===== config.mk =====
export PLATFORM = sky130hd
export DESIGN_NAME = indexed_list_engine_top
export DESIGN_NICKNAME = d
export VERILOG_FILES = /design/src/rtl/ile_pkg.sv /design/src/rtl/indexed_list_engine_top.sv /design/src/rtl/ile_cell.sv
export SDC_FILE = /design/constraint.sdc
export NUM_CORES = 2
export LEC_CHECK = 0
export ABC_CLOCK_PERIOD_IN_PS = 5800
export BUFFER_PORTS_ARGS = -buffer_cell sky130_fd_sc_hd__buf_2
export CAP_MARGIN = 15
export CORE_ASPECT_RATIO = 0.75
export CORE_MARGIN = 5
export CORE_UTILIZATION = 34
export CTS_BUF_LIST = sky130_fd_sc_hd__clkbuf_2
export DETAILED_ROUTE_END_ITERATION = 8
export HOLD_SLACK_MARGIN = 0.1
export PLACE_DENSITY_LB_ADDON = 0.2
export SLEW_MARGIN = 5
export SYNTH_ARGS = -nofsm -noshare
export SYNTH_HDL_FRONTEND = slang
export SYNTH_SLANG_ARGS = --single-unit

===== constraint.sdc =====
create_clock -name clk -period 5.8 [get_ports clk]
set_input_delay 0.58 -clock clk [delete_from_list [all_inputs] [get_ports clk]]
set_output_delay 0.58 -clock clk [all_outputs]
set_load 0.05 [all_outputs]

===== src/rtl/ile_pkg.sv =====
// Shared types, constants and codes for the indexed list engine.
package ile_pkg;

  // List geometry.
  localparam int DEPTH     = 16;
  localparam int WORD_BITS = 32;

  // Field widths of the request and result transactions.
  localparam int FUNC_W  = 3;
  localparam int IDX_W   = 5;
  localparam int VALUE_W = 32;
  localparam int LEN_W   = 5;

  // The count register holds 0 to DEPTH inclusive.
  localparam int CNT_W = $clog2(DEPTH + 1);

  // Width used when an index is compared with the count or a cell position.
  localparam int CMP_W = (CNT_W > IDX_W) ? CNT_W : IDX_W;

  // Operation codes carried in the func field.
  typedef enum logic [FUNC_W-1:0] {
    OP_FIND   = 3'd0,
    OP_INSERT = 3'd1,
    OP_DELETE = 3'd2,
    OP_UPDATE = 3'd3,
    OP_CLEAR  = 3'd4
  } op_t;

  // Request transaction.
  typedef struct packed {
    logic [FUNC_W-1:0]  func;
    logic [IDX_W-1:0]   index;
    logic [VALUE_W-1:0] value;
  } in_item_t;

  // Result transaction.
  typedef struct packed {
    logic               status;
    logic [VALUE_W-1:0] read_value;
    logic [LEN_W-1:0]   length;
  } out_item_t;

  // Action broadcast to every cell of the chain in the same cycle.
  typedef enum logic [1:0] {
    CELL_HOLD,
    CELL_INSERT,
    CELL_DELETE,
    CELL_WRITE
  } cell_op_t;

  // Control bundle shared by all cells.
  typedef struct packed {
    cell_op_t             op;
    logic [CMP_W-1:0]     pos;
    logic [WORD_BITS-1:0] value;
  } cell_ctl_t;

endpackage


===== src/rtl/indexed_list_engine_top.sv =====
// Top level of the indexed list engine: decode, count register, cell chain and result register.
//
//  Channel | Ports                        | Direction | Carries
//  request | in_valid, in_stall, in_data   | in        | func, index, value
//  result  | out_valid, out_stall, out_data| out       | status, read_value, length
//
// The cell chain, the count and the result register all update
// at the accepting edge, so the result is offered in the cycle straight after it.
// A new request is taken in every cycle while the result register is empty or being drained.
// The rate rests on the cell chain shifting every position at once, with one cell per list position.
// Reset clears the count and the result valid; stored words keep whatever they held.
// in_stall rises only while a result waits under out_stall.
module indexed_list_engine_top (
  input  logic              clk,
  input  logic              rst_n,
  input  logic              in_valid,
  output logic              in_stall,
  input  ile_pkg::in_item_t in_data,
  output logic              out_valid,
  input  logic              out_stall,
  output ile_pkg::out_item_t out_data
);

  localparam logic [ile_pkg::CNT_W-1:0] DEPTH_CNT = ile_pkg::CNT_W'(ile_pkg::DEPTH);

  logic                          accept;
  logic [ile_pkg::CNT_W-1:0]     count_r;
  logic [ile_pkg::CNT_W-1:0]     count_nxt;
  logic                          out_valid_r;
  ile_pkg::out_item_t            out_data_r;
  ile_pkg::out_item_t            result;
  ile_pkg::cell_ctl_t            ctl;
  logic [ile_pkg::CMP_W-1:0]     pos_ext;
  logic [ile_pkg::CMP_W-1:0]     cnt_ext;
  logic                          in_rng;
  logic                          full;
  logic                          err;
  logic                          find_ok;
  logic [ile_pkg::WORD_BITS-1:0] rd_sel;
  logic [ile_pkg::WORD_BITS-1:0] word_w [ile_pkg::DEPTH];
  logic [ile_pkg::WORD_BITS-1:0] rd_w   [ile_pkg::DEPTH];

  // A request passes whenever the result register can take its result.
  assign in_stall = out_valid_r & out_stall;
  assign accept   = in_valid & ~in_stall;

  assign pos_ext = ile_pkg::CMP_W'(in_data.index);
  assign cnt_ext = ile_pkg::CMP_W'(count_r);
  assign in_rng  = (pos_ext < cnt_ext);
  assign full    = (count_r == DEPTH_CNT);

  // Decode the request into a cell action, an error flag and the next count.
  always_comb begin
    ctl.op    = ile_pkg::CELL_HOLD;
    ctl.pos   = pos_ext;
    ctl.value = in_data.value[ile_pkg::WORD_BITS-1:0];
    err       = 1'b0;
    find_ok   = 1'b0;
    count_nxt = count_r;
    case (in_data.func)
      ile_pkg::OP_FIND: begin
        err     = ~in_rng;
        find_ok = in_rng;
      end
      ile_pkg::OP_INSERT: begin
        if ((pos_ext > cnt_ext) || full) begin
          err = 1'b1;
        end else begin
          ctl.op    = ile_pkg::CELL_INSERT;
          count_nxt = count_r + 1'b1;
        end
      end
      ile_pkg::OP_DELETE: begin
        if (in_rng) begin
          ctl.op    = ile_pkg::CELL_DELETE;
          count_nxt = count_r - 1'b1;
        end else begin
          err = 1'b1;
        end
      end
      ile_pkg::OP_UPDATE: begin
        if (in_rng) begin
          ctl.op = ile_pkg::CELL_WRITE;
        end else begin
          err = 1'b1;
        end
      end
      ile_pkg::OP_CLEAR: begin
        count_nxt = '0;
      end
      default: begin
        err = 1'b1;
      end
    endcase
    if (!accept) begin
      ctl.op = ile_pkg::CELL_HOLD;
    end
  end

  // Chain of cells; each sees its neighbours' words for the shifts (zero below the first, its own word above the last).
  for (genvar g = 0; g < ile_pkg::DEPTH; g++) begin : g_cell
    logic [ile_pkg::WORD_BITS-1:0] prev_word;
    logic [ile_pkg::WORD_BITS-1:0] next_word;
    if (g == 0) begin : g_first
      assign prev_word = '0;
    end else begin : g_mid_lo
      assign prev_word = word_w[g-1];
    end
    if (g == ile_pkg::DEPTH - 1) begin : g_last
      assign next_word = word_w[g];
    end else begin : g_mid_hi
      assign next_word = word_w[g+1];
    end
    ile_cell u_cell (
      .clk       (clk),
      .cell_idx  (ile_pkg::CMP_W'(g)),
      .ctl       (ctl),
      .prev_word (prev_word),
      .next_word (next_word),
      .word      (word_w[g]),
      .rd_word   (rd_w[g])
    );
  end

  // Only the addressed cell drives a non-zero read word, so the read is an OR over the row.
  always_comb begin
    rd_sel = '0;
    for (int i = 0; i < ile_pkg::DEPTH; i++) begin
      rd_sel = rd_sel | rd_w[i];
    end
  end

  // Assemble the result transaction.
  always_comb begin
    result.status     = err;
    result.read_value = find_ok ? ile_pkg::VALUE_W'(rd_sel) : '0;
    result.length     = ile_pkg::LEN_W'(count_nxt);
  end

  // Count register.
  always_ff @(posedge clk) begin
    if (!rst_n) begin
      count_r <= '0;
    end else if (accept) begin
      count_r <= count_nxt;
    end
  end

  // Result register: loads on every accepted request, empties when taken.
  always_ff @(posedge clk) begin
    if (!rst_n) begin
      out_valid_r <= 1'b0;
    end else if (accept) begin
      out_valid_r <= 1'b1;
    end else if (!out_stall) begin
      out_valid_r <= 1'b0;
    end
  end

  always_ff @(posedge clk) begin
    if (accept) begin
      out_data_r <= result;
    end
  end

  assign out_valid = out_valid_r;
  assign out_data  = out_data_r;

endmodule


===== src/rtl/ile_cell.sv =====
// One storage cell of the list chain: holds a word and trades it with its neighbours.
module ile_cell (
  input  logic                          clk,
  input  logic [ile_pkg::CMP_W-1:0]     cell_idx,
  input  ile_pkg::cell_ctl_t            ctl,
  input  logic [ile_pkg::WORD_BITS-1:0] prev_word,
  input  logic [ile_pkg::WORD_BITS-1:0] next_word,
  output logic [ile_pkg::WORD_BITS-1:0] word,
  output logic [ile_pkg::WORD_BITS-1:0] rd_word
);

  logic [ile_pkg::WORD_BITS-1:0] word_r;
  logic [ile_pkg::WORD_BITS-1:0] word_nxt;
  logic                          at_pos;
  logic                          above_pos;

  assign at_pos    = (cell_idx == ctl.pos);
  assign above_pos = (cell_idx > ctl.pos);

  // Choose between holding, shifting up, shifting down and loading the new word.
  always_comb begin
    word_nxt = word_r;
    case (ctl.op)
      ile_pkg::CELL_INSERT: begin
        if (above_pos) begin
          word_nxt = prev_word;
        end else if (at_pos) begin
          word_nxt = ctl.value;
        end
      end
      ile_pkg::CELL_DELETE: begin
        if (above_pos || at_pos) begin
          word_nxt = next_word;
        end
      end
      ile_pkg::CELL_WRITE: begin
        if (at_pos) begin
          word_nxt = ctl.value;
        end
      end
      default: begin
        word_nxt = word_r;
      end
    endcase
  end

  // The stored word carries no reset; only written positions are ever read.
  always_ff @(posedge clk) begin
    word_r <= word_nxt;
  end

  assign word    = word_r;
  assign rd_word = at_pos ? word_r : '0;

endmodule


# Word-level counts from Yosys, hierarchy flattened

Cells that the tools add are included.

Bitwise gates (word level): 19
Equality and inequality tests: 39
$lt $le $gt $ge: 18
Reductions and logical operators: 36
Add/subtract/negate cells: 2
Multiply operators: 0
Mux-type cells: 93
Div/mod/pow operators: 0
Shift-type cells: 0

Operators by type and width:

| kind                | count |
|---|---|
| $mux 32             | 63 |
| $pmux 32 s3         | 15 |
| $or 32x32->32       | 15 |
| $pmux 32 s2         | 1 |
| $eq 4x5->1 const A  | 8 |
| $gt 4x5->1 const A  | 8 |
| $ne 2x1->1 const B  | 16 |
| $reduce_and 2->1    | 15 |
| $eq 3x5->1 const A  | 4 |
| $gt 3x5->1 const A  | 4 |
| $logic_or 1x1->1    | 16 |
| $pmux 5 s3          | 1 |
| $eq 2x5->1 const A  | 2 |
| $gt 1x5->1 const A  | 2 |
| $gt 2x5->1 const A  | 2 |
| $mux 5              | 2 |
| $eq 3x2->1 const B  | 2 |
| $mux 1              | 6 |
| $mux 2              | 3 |
| $pmux 2 s3          | 1 |
| $add 5x1->5 const B | 1 |
| $eq 1x5->1 const A  | 1 |
| $eq 5x5->1 const B  | 1 |
| $gt 5x5->1          | 1 |
| 14 further kinds    | 17 |

Memory bits (read-only): 0
Logic and storage cells: 228
Latch bits: 0
Memory bits (writable): 0
Output and inout bits: 40
Memories kept: 0
Flip-flop bits (word level): 556
Bits of input ports: 44

# Logic depth before layout (Yosys ltp)

Depth in word-level cells: 17
Mapped depth: 11
Gate-level depth less buffers: 7

# Modules after synthesis

Synthesis repeated with hierarchy kept, for this count alone.

Cells, all modules: 4,989
Area, all modules: 46,808.6 sq um

By module, submodules not included:

| module                           | cells an instance | times used | area an instance (sq um) | seq. area each (sq um) |
|---|---|---|---|---|
| ile_cell (g_cell[14].u_cell ...) | 338               | 11         | 3,015.4                  | 960.9 |
| ile_cell (g_cell[0].u_cell ...)  | 186               | 5          | 2,087.0                  | 960.9 |
| indexed_list_engine_top          | 341               | 1          | 3,204.3                  | 1,261.2 |

# Worst setup path after synthesis

No wires, ideal clock.

Path type: input to register
From: input in_data[33] in the netlist's numbering
To: register g_cell[2].u_cell.word_r, in the netlist g_cell[2].u_cell.word[0], enable pin
Path buffers: 2
Path slack: 0.876 ns
Required time: 5.330 ns
Stages: 8
Data arrival time: 4.455 ns
Library setup time: 0.470 ns
Cells stage by stage: ha_1 nor2b_1 o31ai_2 buf_4 nand2_1 or2_0 clkbuf_1 o31ai_1

Cells in the longest elaborated chain, start to end: 8
Elaborated cells between the ends (all ways): 17
Those cells by class: order compare (3); eq/ne (5); mux (5); reduce/logical (4)

RTL lines:

| item                                                                    | RTL line                      | RTL |
|---|---|---|
| start: declaration                                                      | indexed_list_engine_top.sv:18 | `input ile_pkg::in_item_t in_data,` |
| $gt 5x5->1                                                              | indexed_list_engine_top.sv:66 | `if ((pos_ext > cnt_ext) \|\| full) begin` |
| $logic_or 1x1->1                                                        | indexed_list_engine_top.sv:66 |  |
| $mux 1                                                                  | indexed_list_engine_top.sv:66 |  |
| $pmux 2 s3                                                              | indexed_list_engine_top.sv:60 | `case (in_data.func)` |
| $mux 2                                                                  | indexed_list_engine_top.sv:95 | `if (!accept) begin` |
| $eq 2x2->1 / $eq 2x1->1 (equally long branches)                         | ile_cell.sv:23                | `case (ctl.op)` |
| $ne 2x1->1 (no source line) / $reduce_bool 3->1 (equally long branches) | n/a                           |  |
| $reduce_and 2->1 (no source line) *                                     | n/a                           |  |
| end signal: assignment                                                  | ile_cell.sv:49                | `word_r <= word_nxt;` |
| end: declaration                                                        | ile_cell.sv:12                | `logic [ile_pkg::WORD_BITS-1:0] word_r;` |

Every way passes the cells marked *; elsewhere a longest branch is shown, timed or not.
A chain may end at the register's enable or synchronous reset.

# Worst setup path in the final report

From: register count_r, in the netlist cnt_ext[2]
To: register g_cell[4].u_cell.word_r, in the netlist g_cell[4].u_cell.word[8], enable pin

Cells in the longest elaborated chain, start to end: 8
Elaborated cells between the ends (all ways): 15
Those cells by class: order compare (2); eq/ne (5); mux (5); reduce/logical (3)

RTL lines:

| item                                                                    | RTL line                                                     | RTL |
|---|---|---|
| start: declaration                                                      | indexed_list_engine_top.sv:27                                | `logic [ile_pkg::CNT_W-1:0] count_r;` |
| start signal: assignment                                                | indexed_list_engine_top.sv:145                               | `count_r <= count_nxt;` |
| $gt 5x5->1 / $eq 5x5->1 (equally long branches)                         | indexed_list_engine_top.sv:66, indexed_list_engine_top.sv:50 |  |
| $logic_or 1x1->1                                                        | indexed_list_engine_top.sv:66                                |  |
| $mux 1                                                                  | indexed_list_engine_top.sv:66                                |  |
| $pmux 2 s3 *                                                            | indexed_list_engine_top.sv:60                                |  |
| $mux 2 *                                                                | indexed_list_engine_top.sv:95                                |  |
| $eq 2x2->1 / $eq 2x1->1 (equally long branches)                         | ile_cell.sv:23                                               |  |
| $ne 2x1->1 (no source line) / $reduce_bool 3->1 (equally long branches) | n/a                                                          |  |
| $reduce_and 2->1 (no source line) *                                     | n/a                                                          |  |
| end signal: assignment                                                  | ile_cell.sv:49                                               |  |
| end: declaration                                                        | ile_cell.sv:12                                               |  |

Marked as above.

==> flow_metrics.py <==
metrics = {
    "clocking": {
        "post_cts_buffers": 0,
        "clock_latency_ns": 1.49,
        "ctsLongestPathBuffers": 3,
        "cts_tree": "done",
        "cts_buffers": 155,
        "h-tree-depth": 4,
        "cts_root_buf": "clkbuf_2",
        "post_cts_resized": 0,
        "path_clk_slew_ns": 0.12,
        "cts_sinks": 556,
    },
    "power_and_ir_drop": {
        "vdd_drop_max_mv": 0.163,
        "p_leak_uw": 0.0159,
        "powerDensity_nw_per_um2": 231,
    },
    "timing": {
        "tns_ns": 0,
        "setup-violations-final": 0,
        "period_share_pct": 73.5,
        "worst_pin_slew_ns": 1.37,
        "fin_ws_ns": 1.54,
        "fmax_mhz": 235,
        "hold_violations": 0,
        "slew_headroom_pct": 8.57,
        "finClkSkew_ns": 0.0926,
        "rsz0062_at_grt": "no",
        "fin_crit_ns": 4.26,
        "drv_slew": 0,
    },
    "route": {
        "num_vias": 32000,
        "drt_iter0_drc": 4899,
        "routed_via_density": 6.76,
        "drt_first_pass_iters": 6,
        "wl_per_cell_um": 33.6,
        "drt_drc_violations_left": 0,
        "routed_wl_um": 159000,
        "drtAntennaViolNets": 0,
    },
    "die": {
        "start_util_pct": 34.3,
        "pin_count": 84,
        "rows": 101,
        "die_w_um": 379,
        "core_um2": 101000,
        "die_y_um": 287,
        "die_area_um2": 109000,
    },
    "worst_setup_path": {
        "worst_ep_arrival_time_ns": 5.40,
        "cp-start-kind": "flip-flop",
        "crit_slowest_cell": "o31ai_4",
        "cp.buffers_inverters": 4,
        "path_cells": "inv_1 -> ha_1 -> o211a_1 -> o31ai_4 -> buf_4 -> nand2_1 -> buf_4 -> or2_0 -> o31ai_4 -> buf_4",
        "worst_setup_path_end_kind": "flip-flop",
        "crit_family": "buffers and inverters",
        "max_stage_delay_ns": 0.80,
        "critPathMostFrequentCell": "buf_4",
        "crit_type": "reg -> reg",
        "worstPathMaxFanout": 30,
        "worstPathRequired_ns": 6.93,
    },
    "placed_design": {
        "port-buffer-count": 83,
        "dp_hpwl_um": 91800,
        "pre_cts_ws_ns": 1.30,
        "gp_congestion": 0.862,
    },
    "yosys": {
        "netlist.area_leader.share_pct": 47.6,
        "avgSynthCellArea_um2": 10.8,
        "yosys.area.top_type": "edfxtp_1",
        "synth_cells": 3216,
        "synthArstFlopShare_pct": 0,
        "syn_nets": 3267,
        "synth-seq-cells": 556,
        "ys_seq_area_share_pct": 47.9,
        "synth_cell_types": 66,
        "ys_warn_count": 0,
        "ys.flop_type": "edfxtp_1",
        "synth-edff-count": 550,
        "syn_area_um2": 34700,
        "yosys-top-cells-area": "edfxtp_1 48%, mux2i_1 15%, a22oi_1 6.7%, o21ai_0 5.1%, nand3_1 3.1%",
    },
    "global_routing": {
        "grt_max_degree": 179,
        "grt_overflow_total": 0,
        "grt_pass1_wl_um": 225000,
        "grt_use_total_pct": 28.4,
        "antenna_found_initial": 7,
        "grt_pass1_vias": 29700,
    },
    "min_path": {
        "hold_class": "in -> reg",
    },
    "job": {
        "cap_violations": 0,
    },
    "finish": {
        "nets": 3329,
        "layout-drive-gt1-share_pct": 15.2,
        "area_growth_pct": 12.2,
    },
    "outcome": {
        "run_status": "complete, no violations",
    },
}
synth_stat cells (4+ instances only):
library cell,n
nor2_1,13
a22o_1,82
nor3_1,155
ha_1,7
nand4_1,56
o31ai_1,68
inv_1,11
a32oi_1,65
buf_1,37
edfxtp_1,550
buf_2,118
a21oi_1,56
o21ai_0,351
o21ai_1,29
a21o_1,5
a221o_1,96
a22oi_1,308
clkbuf_1,200
buf_6,8
nand2_1,95
a32o_1,22
mux2i_1,512
and2_1,16
a2111oi_0,12
dfxtp_1,6
nand3_1,212
a211oi_2,4
o221a_2,5
and3_1,50
final timing paths:
kind | start | end | slack [ns] | depth (start not counted)
hold reg to reg | g_cell[6].u_cell.word[22]$_DFFE_PP_ | g_cell[5].u_cell.word[22]$_DFFE_PP_ | 0.60 | 2
hold / removal | in_data[10] | g_cell[12].u_cell.word[10]$_DFFE_PP_ | 0.29 | 4
setup reg to reg | cnt_ext[2]$_SDFFE_PN0P_ | g_cell[4].u_cell.word[8]$_DFFE_PP_ | 1.54 | 10
setup / recovery | cnt_ext[2]$_SDFFE_PN0P_ | g_cell[4].u_cell.word[8]$_DFFE_PP_ | 1.54 | 10
state kept, by name, indices dropped and copies added (netlist names):
| register | count |
|---|---|
| cnt_ext | 5 |
| g_cell.u_cell.word | 512 |
| out_data | 38 |
| out_valid | 1 |
per-layer routing:
| metal | wire, µm | track usage [%] | part of all wire (%) |
|---|---|---|---|
| met1 | 67400 | 41.1 | 42 |
| met4 | 6170 | 11.5 | 3.9 |
| met5 | 33 | 0 | 0.021 |
| met2 | 65200 | 39.6 | 41 |
| met3 | 20500 | 8.00 | 13 |
cells by family (layout without fill, tap and decap cells):
family          count (synthesis)  in the layout  share of synthesized area, %
simple gates                  628            628                          9.35
other cells                     0              4                             0
buf+inv                       381            561                          4.76
xor+xnor                        1              1                        0.0252
mux                           512            512                          14.8
fa+ha+maj                       7              7                         0.252
flops                         556            556                          47.9
compound gates               1131           1131                          22.9
through the flow:
stage	total power, µW	std cells	utilization, %	hold slack (ns)	cell area (µm²)
2_1_floorplan	5340	3216	-	0.495	34700
3_3_place_gp	5810	4365	36.1	0.542	36600
3_5_place_dp	5820	4365	36.1	0.545	36600
4_1_cts	9020	4734	38.4	0.102	38900
5_1_grt	9320	4737	38.4	0.231	39000
6_report	9000	4739	38.4	0.288	39000
repair_timing:
item,4_1_cts,5_1_grt
endpoints found under the hold margin,688,0
endpoints found under the setup margin,0,0
hold buffers,94,0
final cells by class:
type	instances	area, µm²
Inverter	12	45.0
Antenna cell	4	10.0
Clock buffer	233	1170
Fill cell	10000	62400
Clock inverter	42	275
Tap cell	1339	1680
Timing Repair Buffer	274	2180
Multi-Input combinational cell	2279	17000
Sequential cell	556	16600
where the power goes:
group,switching (µW),total [µW],internal [µW]
clock network,1920,3170,1240
registers,92.6,4630,4530
logic,859,1210,353
cells in the final DEF (no fill, tap or decap), types with 6 or more instances in the layout:
cell type        n
a2111oi_0       12
a21oi_1         48
a21oi_4          8
a221o_1         96
a22o_1          82
a22oi_1        308
a32o_1          22
a32oi_1         65
and2_1           7
and2_2          10
and3_1          50
buf_12           8
buf_2           83
buf_4           89
clkbuf_2       233
clkinv_1        28
dfxtp_1          6
dlygate4sd3_1   94
edfxtp_1       550
ha_1             7
inv_1            9
inv_2            9
mux2i_1        512
nand2_1         80
nand2_2         10
nand2_4          7
nand3_1        212
nand4_1         56
nor2_1          12
nor3_1         153
o21ai_0        337
o21ai_1         24
o21ai_4         19
o31ai_1         65
worst reg2reg max path, delay by kind of cell (launching register included):
family / cells / cell delay [ns]
adders and majority gates: 1 / 0.31
DFF: 1 / 0.58
buffers and inverters: 4 / 1.28
and+or+nand+nor: 2 / 0.66
AOI/OAI and AO/OA: 3 / 1.14
Note: power is estimated with default switching activity, not from simulation.
